$ cat src/rtl/ic3_pkg.sv
// shared types and constants for the 3x3 image convolution block
// no dependencies
package ic3_pkg;

    localparam int unsigned PIX_W   = 8;
    localparam int unsigned PIX_MAX = 255;
    localparam int unsigned KSIZE   = 3;
    localparam int unsigned ROW_W   = 10;
    localparam int unsigned PLANE_W = 2;
    localparam int unsigned CFG_W   = 24;
    localparam int unsigned DIM_W   = 11;
    localparam int unsigned ROW_LIMIT = 1024;

    // configuration register indexes
    localparam logic [2:0] REG_COEF_TOP = 3'd0;
    localparam logic [2:0] REG_COEF_MID = 3'd1;
    localparam logic [2:0] REG_COEF_BOT = 3'd2;
    localparam logic [2:0] REG_DIVISOR  = 3'd3;
    localparam logic [2:0] REG_WIDTH    = 3'd4;
    localparam logic [2:0] REG_HEIGHT   = 3'd5;

    // result position tag carried with each window
    typedef struct packed {
        logic [PLANE_W-1:0] plane;
        logic [ROW_W-1:0]   row;
        logic [ROW_W-1:0]   col;
        logic               eoi;
    } ic3_tag_t;

endpackage

$ cat src/rtl/ic3_back.sv
// back end: weighted sum, signed division by a serial divider, clamp and result register
// depends on ic3_pkg
module ic3_back #(
    parameter int unsigned COEF_BITS = 8
) (
    input  logic                         clk,
    input  logic                         rst_n,
    input  logic                         in_empty,
    output logic                         in_pop,
    input  logic [9*ic3_pkg::PIX_W-1:0]  win_data,
    input  ic3_pkg::ic3_tag_t            win_tag,
    input  logic [ic3_pkg::CFG_W-1:0]    coef_top,
    input  logic [ic3_pkg::CFG_W-1:0]    coef_mid,
    input  logic [ic3_pkg::CFG_W-1:0]    coef_bot,
    input  logic [ic3_pkg::DIM_W-1:0]    divisor_cfg,
    output logic                         empty,
    input  logic                         pop,
    output logic [ic3_pkg::PIX_W-1:0]    out_value,
    output ic3_pkg::ic3_tag_t            out_tag
);

    localparam int unsigned PW   = ic3_pkg::PIX_W;
    localparam int unsigned PRW  = PW + COEF_BITS + 1;
    localparam int unsigned SW   = PRW + 4;
    localparam int unsigned MW   = SW - 1;
    localparam int unsigned DW   = ic3_pkg::DIM_W;
    localparam int unsigned STW  = $clog2(MW + 1);

    typedef enum logic [3:0] {
        ST_IDLE = 4'b0001,
        ST_MUL  = 4'b0010,
        ST_DIV  = 4'b0100,
        ST_DONE = 4'b1000
    } st_t;

    st_t state_reg, state_next;

    logic signed [PRW-1:0] prod_reg [9];
    logic signed [SW-1:0]  sum;
    logic [MW-1:0]         quo_reg;
    logic [DW:0]           rem_reg;
    logic [DW-1:0]         div_reg;
    logic                  neg_reg;
    logic [STW-1:0]        step_reg;
    logic [DW+1:0]         trial;
    logic [PW-1:0]         res_reg;
    logic                  res_valid_reg;
    ic3_pkg::ic3_tag_t     tag_reg, res_tag_reg;
    logic [ic3_pkg::CFG_W-1:0] regs [3];

    assign regs[0] = coef_top;
    assign regs[1] = coef_mid;
    assign regs[2] = coef_bot;

    // coefficient extract with bits beyond the register as zero
    function automatic logic signed [COEF_BITS:0] coef_at(input logic [ic3_pkg::CFG_W-1:0] r,
                                                          input int k);
        logic [ic3_pkg::CFG_W+3*COEF_BITS-1:0] ext;
        logic [COEF_BITS-1:0] raw;
        begin
            ext = {{(3*COEF_BITS){1'b0}}, r};
            raw = ext[k*COEF_BITS +: COEF_BITS];
            coef_at = {raw[COEF_BITS-1], raw};
        end
    endfunction

    // adder tree over the registered products
    always_comb
    begin
        sum = '0;
        for (int i = 0; i < 9; i++)
            sum = sum + SW'(prod_reg[i]);
    end

    assign in_pop = (state_reg == ST_IDLE) && !in_empty;
    assign trial  = {rem_reg, quo_reg[MW-1]} - {2'b00, div_reg};

    always_comb
    begin
        state_next = state_reg;
        unique case (state_reg)
            ST_IDLE: if (!in_empty) state_next = ST_MUL;
            ST_MUL:  state_next = ST_DIV;
            ST_DIV:  if (step_reg == STW'(MW - 1)) state_next = ST_DONE;
            ST_DONE: if (!res_valid_reg || pop) state_next = ST_IDLE;
            default: state_next = ST_IDLE;
        endcase
    end

    always_ff @(posedge clk or negedge rst_n)
    begin
        if (!rst_n)
        begin
            state_reg     <= ST_IDLE;
            res_valid_reg <= 1'b0;
        end
        else
        begin
            state_reg <= state_next;
            if (state_reg == ST_DONE && (!res_valid_reg || pop))
                res_valid_reg <= 1'b1;
            else if (pop)
                res_valid_reg <= 1'b0;
        end
    end

    // datapath
    always_ff @(posedge clk)
    begin
        unique case (state_reg)
            ST_IDLE:
            begin
                if (!in_empty)
                begin
                    tag_reg <= win_tag;
                    for (int r = 0; r < 3; r++)
                        for (int c = 0; c < 3; c++)
                            prod_reg[r*3+c] <= PRW'($signed({1'b0, win_data[(r*3+c)*PW +: PW]})
                                                    * coef_at(regs[r], c));
                end
            end
            ST_MUL:
            begin
                neg_reg  <= sum[SW-1];
                quo_reg  <= sum[SW-1] ? MW'(-sum) : MW'(sum);
                rem_reg  <= '0;
                div_reg  <= (divisor_cfg == '0) ? DW'(1) : divisor_cfg;
                step_reg <= '0;
            end
            ST_DIV:
            begin
                // restoring division, one quotient bit a cycle
                if (!trial[DW+1])
                begin
                    rem_reg <= trial[DW:0];
                    quo_reg <= {quo_reg[MW-2:0], 1'b1};
                end
                else
                begin
                    rem_reg <= {rem_reg[DW-1:0], quo_reg[MW-1]};
                    quo_reg <= {quo_reg[MW-2:0], 1'b0};
                end
                step_reg <= step_reg + 1'b1;
            end
            ST_DONE:
            begin
                if (!res_valid_reg || pop)
                begin
                    res_tag_reg <= tag_reg;
                    if (neg_reg && quo_reg != '0)
                        res_reg <= '0;
                    else if (quo_reg > MW'(ic3_pkg::PIX_MAX))
                        res_reg <= PW'(ic3_pkg::PIX_MAX);
                    else
                        res_reg <= quo_reg[PW-1:0];
                end
            end
            default: ;
        endcase
    end

    assign empty     = !res_valid_reg;
    assign out_value = res_reg;
    assign out_tag   = res_tag_reg;

    a_pop_idle: assert property (@(posedge clk) disable iff (!rst_n)
        in_pop |-> state_reg == ST_IDLE) else $error("pop outside idle");
    a_div_done: assert property (@(posedge clk) disable iff (!rst_n)
        (state_reg == ST_MUL) |=> state_reg == ST_DIV) else $error("divider not started");
    a_onehot: assert property (@(posedge clk) disable iff (!rst_n)
        $onehot(state_reg)) else $error("state not one-hot");

endmodule

$ cat config.mk
export PLATFORM = sky130hd
export DESIGN_NAME = ic3_back
export DESIGN_NICKNAME = d
export VERILOG_FILES = /design/src/rtl/ic3_pkg.sv /design/src/rtl/ic3_back.sv
export SDC_FILE = /design/constraint.sdc
export NUM_CORES = 2
export LEC_CHECK = 0
export BUFFER_PORTS_ARGS = -buffer_cell sky130_fd_sc_hd__buf_2
export CORE_MARGIN = 1
export CORE_UTILIZATION = 50
export CTS_BUF_LIST = sky130_fd_sc_hd__clkbuf_16
export DETAILED_ROUTE_END_ITERATION = 16
export PLACE_DENSITY = 0.8
export SLEW_MARGIN = 20
export SYNTH_ARGS = -nofsm -noshare
export SYNTH_HDL_FRONTEND = slang
export SYNTH_SLANG_ARGS = --single-unit
$ cat constraint.sdc
create_clock -name clk -period 29.7 [get_ports clk]
set_input_delay 5.94 -clock clk [delete_from_list [all_inputs] [get_ports clk]]
set_output_delay 5.94 -clock clk [all_outputs]
set_load 0.02 [all_outputs]
# Yosys cells after proc, flatten, opt, wreduce, memory -nomap -nowiden
# Memory sizes are Yosys's and may differ from the RTL's.
# Index checks and enable logic that the tools add are counted.
# totals
mem_bits_rw,153
regBits,108
word_cells,76
memories,1
inputBits,182
# memory_table
name,words,word_bits,read_ports,rd_ports_with_merged_regs,wr,line,rtl
prod_reg,9,17,9,0,9,ic3_back.sv:38,logic signed [PRW-1:0] prod_reg [9];
# classes
order_cmp,1
eq_ne,8
multipliers,9
muxes,16
addsub,11
bitwise,1
reduce_logical,13
# op_table
operator,count
multiplier 9 x 8 -> 17 bit,9
adder 21 x 17 -> 21 bit,4
one-hot mux 20 bit (2 select lines),1
one-hot mux 12 bit (2 select lines),1
adder 20 x 17 -> 21 bit,1
adder 19 x 17 -> 20 bit,1
greater-than comparator 20 x 8 -> 1 bit (second input constant),1
2-to-1 mux 20 bit,1
negator 20 bit,1
nonzero test 20 bit,1
adder 18 x 17 -> 19 bit,1
adder 17 x 17 -> 18 bit,1
one-hot mux 4 bit (4 select lines),1
subtractor 13 x 11 -> 13 bit,1
2-to-1 mux 12 bit,1
2-to-1 mux 4 bit,3
zero test 11 bit,1
one-hot mux 5 bit (2 select lines),1
2-to-1 mux 8 bit,1
2-to-1 mux 1 bit,6
inequality test 2 bit (second input constant),3
adder 5 x 1 -> 5 bit (second input constant),1
equality test 5 bit (second input constant),1
equality test 4 x 1 -> 1 bit (second input constant),1
10 further kinds,15

# Logic depth before layout (Yosys ltp)
# logic_depth
ltp_word,11
depth_mapped,20
depth_no_buf,19

# Worst setup path after synthesis
# OpenSTA, ideal clock, no wires.
# synth_timing
path_type,input-to-output
from,in in_empty
to,out in_pop
path_slack_ns,-0.453
t_arrival_ns,24.213
cell_stages,1
path_buffers,0
t_required_ns,23.760
path_cell_list,nor4b_1
# synth_via
elab_chain_len,2
# synth_rtl
element,line,rtl
from (decl),ic3_back.sv:8,"input logic in_empty,"
zero test 1 bit,--,
logical AND 1 bit,ic3_back.sv:75,assign in_pop = (state_reg == ST_IDLE) && !in_empty;
to (decl),ic3_back.sv:9,"output logic in_pop,"
# Every way passes these cells.

# Worst setup path after layout
# Ends and elaborated chain as after synthesis.

==> results summary <==
The flow ran to the end, and the final reports show no timing, DRC or antenna violations. Setup violations remaining at the end of the flow were counted as 0. The post-synthesis simple-gate area fraction came out at between 10% and 20%. The stage delay of the slowest cell on the critical path came out at roughly 0.60 ns. The final hold violation count came to 0. The total clock buffers created by CTS came out at 28. Entering global routing, the biggest net connects 179 pins. The number of flops mapped to enable cells by yosys is 256.

The worst path arrival time came out at between 7 and 8 ns. The number of sinks driven by the clock tree came out at about 260. In this run, synthesis produced a sequential element count of between 200 and 300.

The clock latency on the worst-skew pair came out at 0.55 ns. The via count of the first global-routing pass came out at approximately 23k. The slew of the pin with the lowest slew margin came out at 1.04 ns. The width of the die is 257 um. The die span in y is about 260 um. Counting along the longest clock path gives a buffer depth of 3. The routed via count divided by cell count is approximately 5.2. The upper clock frequency limit came out at roughly 0.076 GHz. For the worst setup path, the data required time is 23.76 ns. Averaged over all synthesized cells, the footprint is between 10 and 15 um2. The number of library cell types mapped by synthesis is 73. The placement row count came out at 93.

The cell at the slowest stage of the critical path is buf_12. The number of instances in the synthesized netlist is roughly 3.2k. The number of iterations in the first detailed-routing pass is 5. The synthesized net count is 4,216. The number of design rule violations left after detail routing is 0. Leaving out fill and tap cells, the most frequent cell in the layout is inv_1. In this run the worst path has a maximum fanout of ~180. The number of DRC violations after detailed-routing iteration 0 is ~1.3k. In this run the worst hold path is classified as flop to flop. Of the total synthesized cell area, the portion taken by XOR and XNOR cells is around 3.4%. The die outline area is between 60,000 and 70,000 um2. The main combinational cell family by area after synthesis is adder cells.

The number of buffer and inverter instances along the worst setup path is 3. The top cell types in the final layout, fill and taps aside, are 689 x inv_1, 456 x fa_1, 421 x ha_1. The starting density of the core came out at around half. The routed wirelength normalized by instance count is between 15 and 20 um.

The cell chosen for the clock root is clkbuf_16. In this run the post-CTS setup repair buffer count came out at 0. After the last flow step, the layout net total stands at ~4.4k.

The number of buffers inserted for hold repair after clock tree synthesis came out at 0. Sequential cells were found to cover between 20% and 30% of the synthesized design area. The total area inside the core boundary comes to ~64,000 um2. The most frequent cell on the critical path is buf_2. The final HPWL from detailed placement came out at 56,400 um. The area growth from synthesis to layout is 9.57%.

The flip-flop count of the largest register, all copies and words added came out at 153. The time the worst path needs with I/O delays and setup came out at roughly 13 ns. The total congestion overflow came out at 0. The fraction of synthesis flops using an asynchronous set or reset pin came out at 1.92%. The overall fraction of global-route tracks in use is 21.3%. On the critical path the largest part of the delay comes from buffers and inverters. Among all flip-flop cells after synthesis, the most frequent one is edfxtp_1. CTS built an H-tree with a depth of 1. The CTS clock-pin slew for the worst setup and hold paths is about 0.060 ns. The first global-routing pass estimated roughly 110,000 um of wire. The share of cells above drive strength 1 came out at approximately 8.7%. ~220 I/O pins were placed.

Across the run, the number of max-cap violations was 0. The Yosys warning count came out at 0. The post-layout utilization of the core is between 50% and 60%.

STA classifies the critical path startpoint as an input pin. The count of buffers inserted at the top-level ports is 214. Headroom to the max-slew limit came out at between 30% and 40%. The synthesized netlist devotes roughly 5.7% of its cell area to compound gates. Setup repair after global routing left no endpoint under its margin.

The final wirelength is about 68,000 um. The endpoint kind of the worst setup timing path is a primary output. Summing the areas of all fa, ha and maj instances in the mapped netlist gives 44.3% of the synthesized area. The start-to-end type of the worst setup path is input pin to primary output. Summed over all failing endpoints, the final setup total negative slack is 0 ns.

The count of nets left with antenna violations once routing finished came out at 0. The share of synthesized area spent on multiplexers is less than 1%. The worst register-to-register path has a setup slack of 23.96 ns. The post-cts sizing count is 0. TritonCTS built the clock tree. Walking the worst path, the cells encountered are buf_2 > nor4b_4 > buf_12 > buf_2. The final clock skew came out at about 0.011 ns. The mapped cell area is 32,500 um2. The number of slew-limit violations in the final report came out at 0.

The final period utilization came out at around 44%. The initial antenna violation count is 9. The routability congestion estimate from global placement is between 0.9 and 1. The number of vias after detailed routing is between 20k and 25k.
## path summary, 6_finish.rpt
kind / startpoint / endpoint / cells after the start
min in group asynchronous: rst_n / state_reg[3] / 1
min reg2reg: tag_reg[3] / out_tag[3] / 0
max in group asynchronous: rst_n / state_reg[0] / 1
max: in_empty / in_pop / 4
min: tag_reg[3] / out_tag[3] / 0
max reg2reg: prod_reg[0][69] / quo_reg[19] / 15
## final cells by class
cell class | count | area, um2
Tap cell | 855 | 1070
Antenna cell | 9 | 22.5
Multi-Input combinational cell | 2189 | 22000
Clock inverter | 20 | 239
Sequential cell | 261 | 7810
Inverter | 687 | 2580
Timing Repair Buffer | 217 | 1110
Clock buffer | 29 | 726
Fill cell | 5385 | 28800
## Yosys cell counts (14+ instances only)
| master | n | area [um2] |
|---|---|---|
| and2_1 | 292 | 1830 |
| a21oi_1 | 74 | 370 |
| nor3_1 | 29 | 145 |
| xnor2_1 | 109 | 955 |
| nor2b_1 | 22 | 138 |
| edfxtp_1 | 256 | 7690 |
| ha_1 | 421 | 5270 |
| o41ai_1 | 18 | 158 |
| o21a_1 | 15 | 113 |
| nand2_1 | 254 | 953 |
| nand2b_1 | 64 | 400 |
| o21ai_0 | 62 | 310 |
| a21boi_0 | 30 | 225 |
| a21o_1 | 14 | 105 |
| xor2_1 | 16 | 140 |
| inv_1 | 687 | 2580 |
| fa_1 | 456 | 9130 |
| nor2_1 | 183 | 687 |
| clkbuf_1 | 15 | 56.3 |
## metrics by stage
step / setup slack, ns / instance area (um2) / hold slack (ns) / instances
floorplan: 7.85 / 32500 / 0.400 / 3157
global placement: 16.37 / 34600 / 0.400 / 4209
detailed placement: 16.33 / 34600 / 0.405 / 4209
CTS: 16.34 / 35600 / 0.415 / 4258
global route: 16.32 / 35600 / 0.421 / 4267
finish: 16.49 / 35600 / 0.416 / 4267
## logic make-up (layout without fill, tap and decap cells)
logic type               after synthesis  after routing
AND/OR/NAND/NOR                      901            901
adder cells (fa/ha/maj)              877            877
buffers and inverters                707            953
AO/OA/AOI/OAI                        276            276
flip-flops                           261            261
XOR/XNOR                             126            126
multiplexers                           9              9
other                                  0              9
## layer usage
layer	routed length, um	track usage [%]
met2	35500	39.0
met5	0	0
met3	3050	2.05
met4	1820	5.62
met1	27200	26.6
Power is left out: the tool's default activity adds up to more than one toggle a clock period on the data nets, which glitch-free logic cannot reach.
