--- src/rtl/ic3_queue.sv ---
// short queue between the window front end and the arithmetic back end
// no dependencies
module ic3_queue #(
    parameter int unsigned WIDTH = 8
) (
    input  logic             clk,
    input  logic             rst_n,
    input  logic             push,
    output logic             full,
    input  logic [WIDTH-1:0] wdata,
    output logic             empty,
    input  logic             pop,
    output logic [WIDTH-1:0] rdata
);

    logic [WIDTH-1:0] slot_reg [2];
    logic             wptr_reg, rptr_reg;
    logic [1:0]       count_reg;
    logic             do_push, do_pop;

    assign full    = count_reg == 2'd2;
    assign empty   = count_reg == 2'd0;
    assign do_push = push && !full;
    assign do_pop  = pop && !empty;
    assign rdata   = slot_reg[rptr_reg];

    always_ff @(posedge clk or negedge rst_n)
    begin
        if (!rst_n)
        begin
            wptr_reg  <= 1'b0;
            rptr_reg  <= 1'b0;
            count_reg <= '0;
        end
        else
        begin
            if (do_push)
                wptr_reg <= !wptr_reg;
            if (do_pop)
                rptr_reg <= !rptr_reg;
            count_reg <= count_reg + 2'(do_push) - 2'(do_pop);
        end
    end

    always_ff @(posedge clk)
    begin
        if (do_push)
            slot_reg[wptr_reg] <= wdata;
    end

    a_no_over: assert property (@(posedge clk) disable iff (!rst_n)
        count_reg <= 2'd2) else $error("queue count overflow");
    a_count: assert property (@(posedge clk) disable iff (!rst_n)
        (do_push && !do_pop) |=> count_reg == $past(count_reg) + 2'd1)
        else $error("queue count wrong");
    a_ptr: assert property (@(posedge clk) disable iff (!rst_n)
        (count_reg == 2'd0 || count_reg == 2'd2) |-> wptr_reg == rptr_reg)
        else $error("queue pointers disagree");

endmodule

--- config.mk ---
export PLATFORM = sky130hd
export DESIGN_NAME = ic3_queue
export DESIGN_NICKNAME = d
export VERILOG_FILES = /design/src/rtl/ic3_queue.sv
export SDC_FILE = /design/constraint.sdc
export NUM_CORES = 1
export LEC_CHECK = 0
export BUFFER_PORTS_ARGS = -buffer_cell sky130_fd_sc_hd__buf_2
export CAP_MARGIN = 40
export CELL_PAD_IN_SITES_DETAIL_PLACEMENT = 1
export CELL_PAD_IN_SITES_GLOBAL_PLACEMENT = 1
export CORE_MARGIN = 4
export CORE_UTILIZATION = 35
export CTS_CLUSTER_DIAMETER = 40
export DETAILED_ROUTE_END_ITERATION = 16
export GPL_TIMING_DRIVEN = 1
export PLACE_DENSITY_LB_ADDON = 0.3
export SLEW_MARGIN = 0
export SYNTH_ARGS = -nofsm -noshare
export SYNTH_HDL_FRONTEND = slang
export SYNTH_SLANG_ARGS = --single-unit
--- constraint.sdc ---
create_clock -name clk -period 2.1 [get_ports clk]
set_clock_uncertainty 0.15 [all_clocks]
set_input_delay 0.21 -clock clk [delete_from_list [all_inputs] [get_ports clk]]
set_output_delay 0.21 -clock clk [all_outputs]
set_load 0.01 [all_outputs]
# ---- Word-level counts from Yosys, hierarchy flattened
# Memories as Yosys holds them, arrays and structs flattened.
# Cells that the tools add are included.
dict set report classes {
  eq_ne 1
  bitwise 0
  magnitude_cmp 0
  n_mul 0
  add_sub_neg 2
  muxes 2
  div 0
  n_reduce_logical 7
  n_shift 0
}
# cell n
set op_table {}
lappend op_table {{$logic_not A1 Y1} 4}
lappend op_table {{$add A2 B1 Y2} 1}
lappend op_table {{$eq A2 B2 Y1 const B} 1}
lappend op_table {{$logic_and A1 B1 Y1} 2}
lappend op_table {{$logic_not A2 Y1} 1}
lappend op_table {{$mux W1} 2}
lappend op_table {{$sub A2 B1 Y2} 1}
dict set report totals {
  n_memories 1
  latch_bits 0
  romBits 0
  output_inout_bits 10
  elab_cells 16
  regBits 4
  ramBits 16
  input_bits 12
}
# name words width rd rd_ports_with_merged_regs wr line_no
set memory_table {}
lappend memory_table {slot_reg 2 8 1 0 1 16} ;# logic [WIDTH-1:0] slot_reg [2];

# ---- Longest topological paths before layout
# Gate-level depths: netlist of the first run.
dict set report logic_depth {
  word_depth 5
  mapped_depth 7
  mapped_depth_nobuf 7
}

# ---- Worst setup path after synthesis of the first run
# No wires, ideal clock.
dict set report synth_path {
  path_kind {reg-to-reg}
  from {register count_reg[1]}
  to {register count_reg[1]}
  path_slack_ns 0.396
  required_time_ns 1.827
  setup_ns 0.123
  stages_incl_launch_ff 8
  arrival_ns 1.431
  n_path_buf 0
  synth_period_minus_slack_ns 1.704
  path_cell_list {dfrtp_1 > nor2_1 > nor2b_2 > ha_1 > inv_1 > ha_1 > xnor2_1 > xnor2_1}
}
dict set report synth_via {
  elab_cells_between_ends 8
  classes_between {add/sub: 2; eq/ne: 1; reduce/logical: 5}
}
# element line_no
set synth_rtl {}
lappend synth_rtl {{start, declared} 18} ;# logic [1:0] count_reg;
lappend synth_rtl {{start signal, assigned} 41} ;# count_reg <= count_reg + 2'(do_push) - 2'(do_pop);
lappend synth_rtl {{$logic_not A2 Y1} 22} ;# assign empty = count_reg == 2'd0;
lappend synth_rtl {{via empty} 11} ;# output logic empty,
lappend synth_rtl {{$logic_not A1 Y1} 24} ;# assign do_pop = pop && !empty;
lappend synth_rtl {{$logic_and A1 B1 Y1} 24}
lappend synth_rtl {{via do_pop} 19} ;# logic do_push, do_pop;
lappend synth_rtl {{$sub A2 B1 Y2} 41}
# The timed path passes the listed nets, and every way through them passes these cells.
# A chain may end at the register's enable or synchronous reset.

# ---- Final worst setup path of the first run
dict set report layout_path {
  from {register rptr_reg}
  to {output rdata[0]}
}
dict set report layout_via {
  elab_chain_len 1
}
# element line_no
set layout_lines {}
lappend layout_lines {{start, declared} 17} ;# logic wptr_reg, rptr_reg;
lappend layout_lines {{start signal, assigned} 40} ;# rptr_reg <= !rptr_reg;
lappend layout_lines {{$mem_v2 Z2 W8} --}
lappend layout_lines {{end, declared} 13} ;# output logic [WIDTH-1:0] rdata
# No other way between the ends.

==> key figures, run 1 <==
Run status
  – Status: finished, final reports clean

Detailed routing
  – DRT Pass-1 Iters: 4
  – Drt total wl: 1.23 mm
  – Via density: around 4.4
  – Metal-1 WL: 522 um
  – Final ANT Viol Nets: 0
  – Met3 Wirelength: 64 um
  – Highest metal used: met3
  – WL met2: about 650 um
  – Detailed Route Iter0 Violations: 5
  – Wire per inst: 11.9 um
  – Remaining DRCs: 0
  – Total number of vias: 455

Yosys
  – Dominant cell type by area after synthesis: edfxtp_1
  – Number of flops mapped to enable cells by yosys: 16
  – Post-Synthesis Cells: 43
  – Most frequent cell after synthesis: edfxtp_1
  – Synth Area per Inst: 18.0 um^2
  – Syn Nets: 57
  – Unique cell type count in the Yosys netlist: 13
  – YS warnings: 0
  – FFs w/ async S/R, synth: 0.200
  – Sequential area share after synthesis: 0.748
  – Top cell type's share of synthesized area: 0.619
  – Primary FF master, synth: edfxtp_1
  – Synth area leaders: edfxtp_1 (62%), dfrtp_1 (13%), mux2_2 (12%)
  – Post-Syn Area: 776 um^2
  – Top cells by count, synth: edfxtp_1 (16), mux2_2 (8), dfrtp_1 (4), xnor2_1 (3)
  – Post-synthesis register bit count: 20

Worst setup path
  – Slowest cell delay on critical path: 0.59 ns
  – R2R setup slack: 0.43 ns
  – Crit path DAT: 1.40 ns
  – CP cell instances: mux2_2 -> buf_2
  – RR Endpoint: count_reg[1]
  – Crit path capture type: primary output
  – Worst Path Buf+Inv: 1
  – CP max-delay cell: dfrtp_1
  – Crit path launch: rptr_reg
  – Worst Setup Start Kind: flip-flop
  – CP Class: flip-flop to primary output
  – RR Startpoint: count_reg[1]
  – Required @ worst endpoint: 1.74 ns
  – Reg2reg path depth: 7
  – CP top delay family: flip-flops
  – Crit path capture: rdata[0]
  – Critical Path Stages: 2
  – Crit-path max FO: 9

Pwr
  – Switch share: 0.306
  – LEAKAGE: 0.426 nW
  – Total power: about 0.0012 W
  – Clock power share: 0.145
  – Power Density: 1190 mW/mm^2
  – Reg power frac: 0.508
  – Combinational cell fraction of total power: 0.348
  – Max rail drop VDD: around 0.56 mV
  – Power Internal: 0.000856 W
  – Net Sw Power: 0.000377 W

Placement
  – Place WS: 0.421 ns
  – Placed Instances: 91
  – Port buffer count: 21
  – GPL Wtd Cong: 0.653

GRT
  – GRT Total Usage: 0.105
  – Initial antenna violation count: 0
  – Pin count of the biggest net entering global routing: 12
  – GRT Residual Overflow: 0
  – First-pass GRT wire length: 2.23 mm
  – Vias in the first global route: approximately 520

Finish
  – Nets: 92
  – Layout cell share with drive strength beyond 1: 0.442
  – Area of the multi-input gates: around 180 um^2
  – Fillers: 223
  – Max reg flops: 16
  – Inserted Diodes: 0
  – Cell Count, Final, Fillers Out: 104
  – Syn-to-layout area delta: 33.2%
  – Register area: 581 um^2

Run
  – Max-cap violation count: 0

Clocking
  – Gates resized, CTS repair: 0
  – Htree depth: 1
  – Worst skew pair latency: 0.29 ns
  – Post-CTS setup buffers: 0
  – Cts hold-fix bufs: 9
  – CTS root buf: clkbuf_4
  – CTS buffer count: 3
  – CTS tree: built
  – CTS Buffer Depth: 2
  – Clock slew at reported path FFs: around 0.10 ns
  – Clock Sink Count: 20

Hold path
  – Min-Delay Path Class: primary input to asynchronous set/reset pin

Timing
  – Final Hold Fails: 0
  – Final setup margin: 0.343 ns
  – RSZ-0062 raised after global routing: false
  – Max Clock Freq: 569 MHz
  – Max-slew violation count: 0
  – Setup tns final: 0 ns
  – Least-Margin Pin Slew: 0.390 ns
  – Tcrit/Tclk final: 0.837
  – Post-route minimum period: roughly 1.8 ns
  – Worst slew margin: 0.740
  – Final setup vio count: 0

Floorplanning
  – Total die area: 0.00303 mm^2
  – Die H: 55.1 um
  – Width of the chip: 55.1 um
  – Row cnt: 16
  – Core area: 0.00204 mm^2
  – I/O pin count: 22
  – Initial Util: 0.380
-- kinds of logic after synthesis --
kind of cell / after synthesis / synth area share
DFF: 20 / 0.748
muxes: 8 / 0.116
and+or+nand+nor: 6 / 0.0419
xor gates and xnor gates: 4 / 0.0452
buffers and inverters: 3 / 0.0161
adders and majority gates: 2 / 0.0323
-- through the flow --
| step | hold WS (ns) | utilization | cell area [um^2] |
|---|---|---|---|
| 3_5_place_dp | -0.124 | 0.449 | 917 |
| 5_1_grt | 0.0911 | 0.506 | 1030 |
| 2_1_floorplan | -0.236 | - | 776 |
| 6_report | 0.0926 | 0.506 | 1030 |
| 3_3_place_gp | -0.125 | 0.449 | 917 |
| 4_1_cts | 0.0727 | 0.506 | 1030 |
-- power groups by stage --
stage	sequential [W]	clock, W	combinational (W)
after global routing	0.000645	0.000211	0.000496
after detailed placement	0.000640	0	0.000429
after global placement	0.000637	0	0.000419
final	0.000626	0.000178	0.000429
after CTS	0.000633	0.000190	0.000443
after floorplan	0.000593	0	0.000317
-- area by class of cell --
type,count,area share
Multi-Input combinational cell,20,0.177
Inverter,2,0.00726
Clock buffer,4,0.0254
Tap cell,27,0.0327
Sequential cell,20,0.562
Timing Repair Buffer,31,0.196
-- worst register-to-register path, cell delays in order (launching register included) --
cell	delay, ns
dfrtp_1	0.42
nand2b_1	0.12
nand2_1	0.12
ha_1	0.29
inv_1	0.03
ha_1	0.17
xnor2_1	0.16
xnor2_1	0.13
-- placed cells by master (no fill, tap or decap), drive strengths merged --
| master | n |
|---|---|
| dfrtp | 4 |
| dlygate4sd3 | 9 |
| xor2 | 1 |
| clkbuf | 4 |
| nand2b | 1 |
| ha | 2 |
| and3 | 1 |
| nor2b | 1 |
| nand2 | 1 |
| edfxtp | 16 |
| xnor2 | 3 |
| buf | 22 |
| inv | 2 |
| mux2 | 8 |
| nor2 | 2 |
-- how the worst min path moves through the flow --
stage,from,to,cells past startpoint,slack (ns)
floorplan,rst_n,count_reg[0],0,-0.24
global placement,rst_n,count_reg[0],1,-0.12
detailed placement,rst_n,wptr_reg,1,-0.12
CTS,rst_n,wptr_reg,2,0.07
global route,rst_n,wptr_reg,2,0.09
finish,rst_n,wptr_reg,2,0.09
-- routing by layer --
metal | vias to the layer above | global-route usage
li1 | 223 | -
met1 | 220 | 0.119
met2 | 12 | 0.193
met3 | 0 | 0.0241
met4 | 0 | 0.0364
met5 | - | 0
(Power assumes the default switching activity.)
==> run 2, diff against run 1 <==
==> constraint.sdc (replaced) <==
create_clock -name clk -period 1.4 [get_ports clk]
set_clock_uncertainty 0.15 [all_clocks]
set_input_delay 0.14 -clock clk [delete_from_list [all_inputs] [get_ports clk]]
set_output_delay 0.14 -clock clk [all_outputs]
set_load 0.01 [all_outputs]
==> key figures, run 2 (synthesis gave the netlist of run 1 again) <==
Timing
  – Fin Hold WS: 0.0274 ns
  – Least-Margin Pin Slew: 0.179 ns
  – RSZ-0062 raised after global routing: true
  – Final setup vio count: 28
  – Setup tns final: -3.03 ns
  – Tcrit/Tclk final: 1.15
  – Final setup margin: -0.208 ns
  – Final Hold Fails: 0
  – Post-route minimum period: 1.61 ns
  – Max-slew violation count: 0
  – Worst slew margin: 0.880
  – Max Clock Freq: 622 MHz

Worst setup path
  – Crit path capture type: flip-flop
  – Required @ worst endpoint: 1.43 ns
  – Crit path capture: count_reg[1]
  – Worst Setup Start Kind: flip-flop
  – RR Endpoint: count_reg[1]
  – Crit-path max FO: 3
  – CP Class: flip-flop to flip-flop
  – Crit path launch: count_reg[0]
  – R2R setup slack: -0.21 ns
  – Reg2reg path depth: 7
  – Crit path DAT: 1.64 ns
  – RR Startpoint: count_reg[0]

Floorplanning
  – Row cnt: 16
  – Die H: 55.1 um
  – Width of the chip: around 55 um
  – Initial Util: 0.380
  – Core area: roughly 0.0020 mm^2
  – Total die area: 0.00303 mm^2
  – I/O pin count: 22

GRT
  – Vias in the first global route: 618
  – GRT Total Usage: 0.127
  – Pin count of the biggest net entering global routing: 12
  – GRT Residual Overflow: 0
  – First-pass GRT wire length: between 2 and 3 mm
  – Initial antenna violation count: 0

Clocking
  – CTS buffer count: 3
  – Htree depth: 1
  – CTS tree: built
  – Worst skew pair latency: 0.28 ns
  – CTS Buffer Depth: 2
  – Clock Sink Count: 20
  – Clock slew at reported path FFs: ~0.11 ns
  – CTS root buf: clkbuf_4

Finish
  – Cell Count, Final, Fillers Out: 119
  – Area of the multi-input gates: approximately 270 um^2
  – Final core utilization: 0.657
  – Syn-to-layout area delta: 72.9%
  – Register area: 583 um^2
  – Layout cell share with drive strength beyond 1: 0.674
  – Max reg flops: 16
  – Most common cell after layout, fill and taps aside: buf_6
  – Finished Cell Area: 0.00134 mm^2
  – Nets: 107
  – Commonest cells after routing, fill and taps aside: buf_6 (18), edfxtp_1 (16), buf_2 (11), dlygate4sd3_1 (9), buf_4 (8)
  – Inserted Diodes: 0
  – Fillers: 192

Run
  – Max-cap violation count: 0

Placement
  – GPL Wtd Cong: around 0.7
  – Placed instance area: 991 um^2
  – Placed Instances: just under 100
  – HPWL Detailed: ~1000 um
  – Port buffer count: 21

Detailed routing
  – Total number of vias: 511
  – Met3 Wirelength: about 74 um
  – Final ANT Viol Nets: 0
  – Wire per inst: between 10 and 15 um
  – WL met2: 858 um
  – Drt total wl: around 1.6 mm
  – Highest metal used: met4
  – Detailed Route Iter0 Violations: 0
  – DRT Pass-1 Iters: 1
  – Metal-1 WL: 621 um
  – Via density: approximately 4.3
  – Remaining DRCs: 0

Pwr
  – Max rail drop VDD: 1.47 mV
  – LEAKAGE: between 0.5 and 0.6 nW
  – Power Density: 2030 mW/mm^2

Run status
  – Failing checks: setup timing
  – Status: complete, but fails checks

Hold path
  – Min-Delay Path Class: primary input to asynchronous set/reset pin
==> run 2: per-stage QoR <==
stage               power (W)  setup slack, ns
floorplan             0.00144           -0.198
global placement      0.00175           -0.201
detailed placement    0.00178           -0.262
CTS                   0.00259           -0.187
global route          0.00290           -0.275
finish                0.00272           -0.208
==> run 2: cell type report <==
type,count,share of cell area
inverter,2,0.00560
tap,27,0.0252
sequential,20,0.435
multi-input combinational,20,0.203
timing repair buffer,46,0.304
clock buffer,4,0.0271
==> run 2: report_power, final <==
| group | leakage (nW) | switching [W] | internal (W) |
|---|---|---|---|
| clock network | 0.0210 | 0.000160 | 0.000158 |
| registers | 0.193 | 0.000105 | 0.000838 |
| logic | 0.354 | 0.000538 | 0.000925 |
| total | 0.569 | 0.000803 | 0.00192 |
==> run 2: layer usage <==
| layer | global-route usage | vias up |
|---|---|---|
| met4 | 0.0486 | 0 |
| met3 | 0.0241 | 2 |
| li1 | - | 253 |
| met5 | 0 | - |
| met2 | 0.236 | 12 |
| met1 | 0.142 | 244 |
==> run 2: what timing repair did <==
item,CTS,global route
setup buffers,7,2
pin swaps,1,3
setup endpoints to repair,18,28
endpoints found under the hold margin,20,0
hold buffers,9,0
gates resized for setup,24,11
==> run 2: worst min path at each step <==
stage,endpoint,slack [ns],depth (start not counted)
after global routing,rptr_reg,0.02,2
after CTS,count_reg[0],0.01,2
after detailed placement,count_reg[0],-0.20,1
final,rptr_reg,0.03,2
after global placement,count_reg[0],-0.20,1
after floorplan,count_reg[0],-0.31,0
==> run 2: worst max-delay path, cell delays in order, from the launching register on <==
cell,delay (ns)
dfrtp_1,0.43
nand2b_4,0.17
nand2_4,0.06
ha_4,0.26
inv_2,0.04
ha_4,0.15
xnor2_2,0.12
xnor2_1,0.12
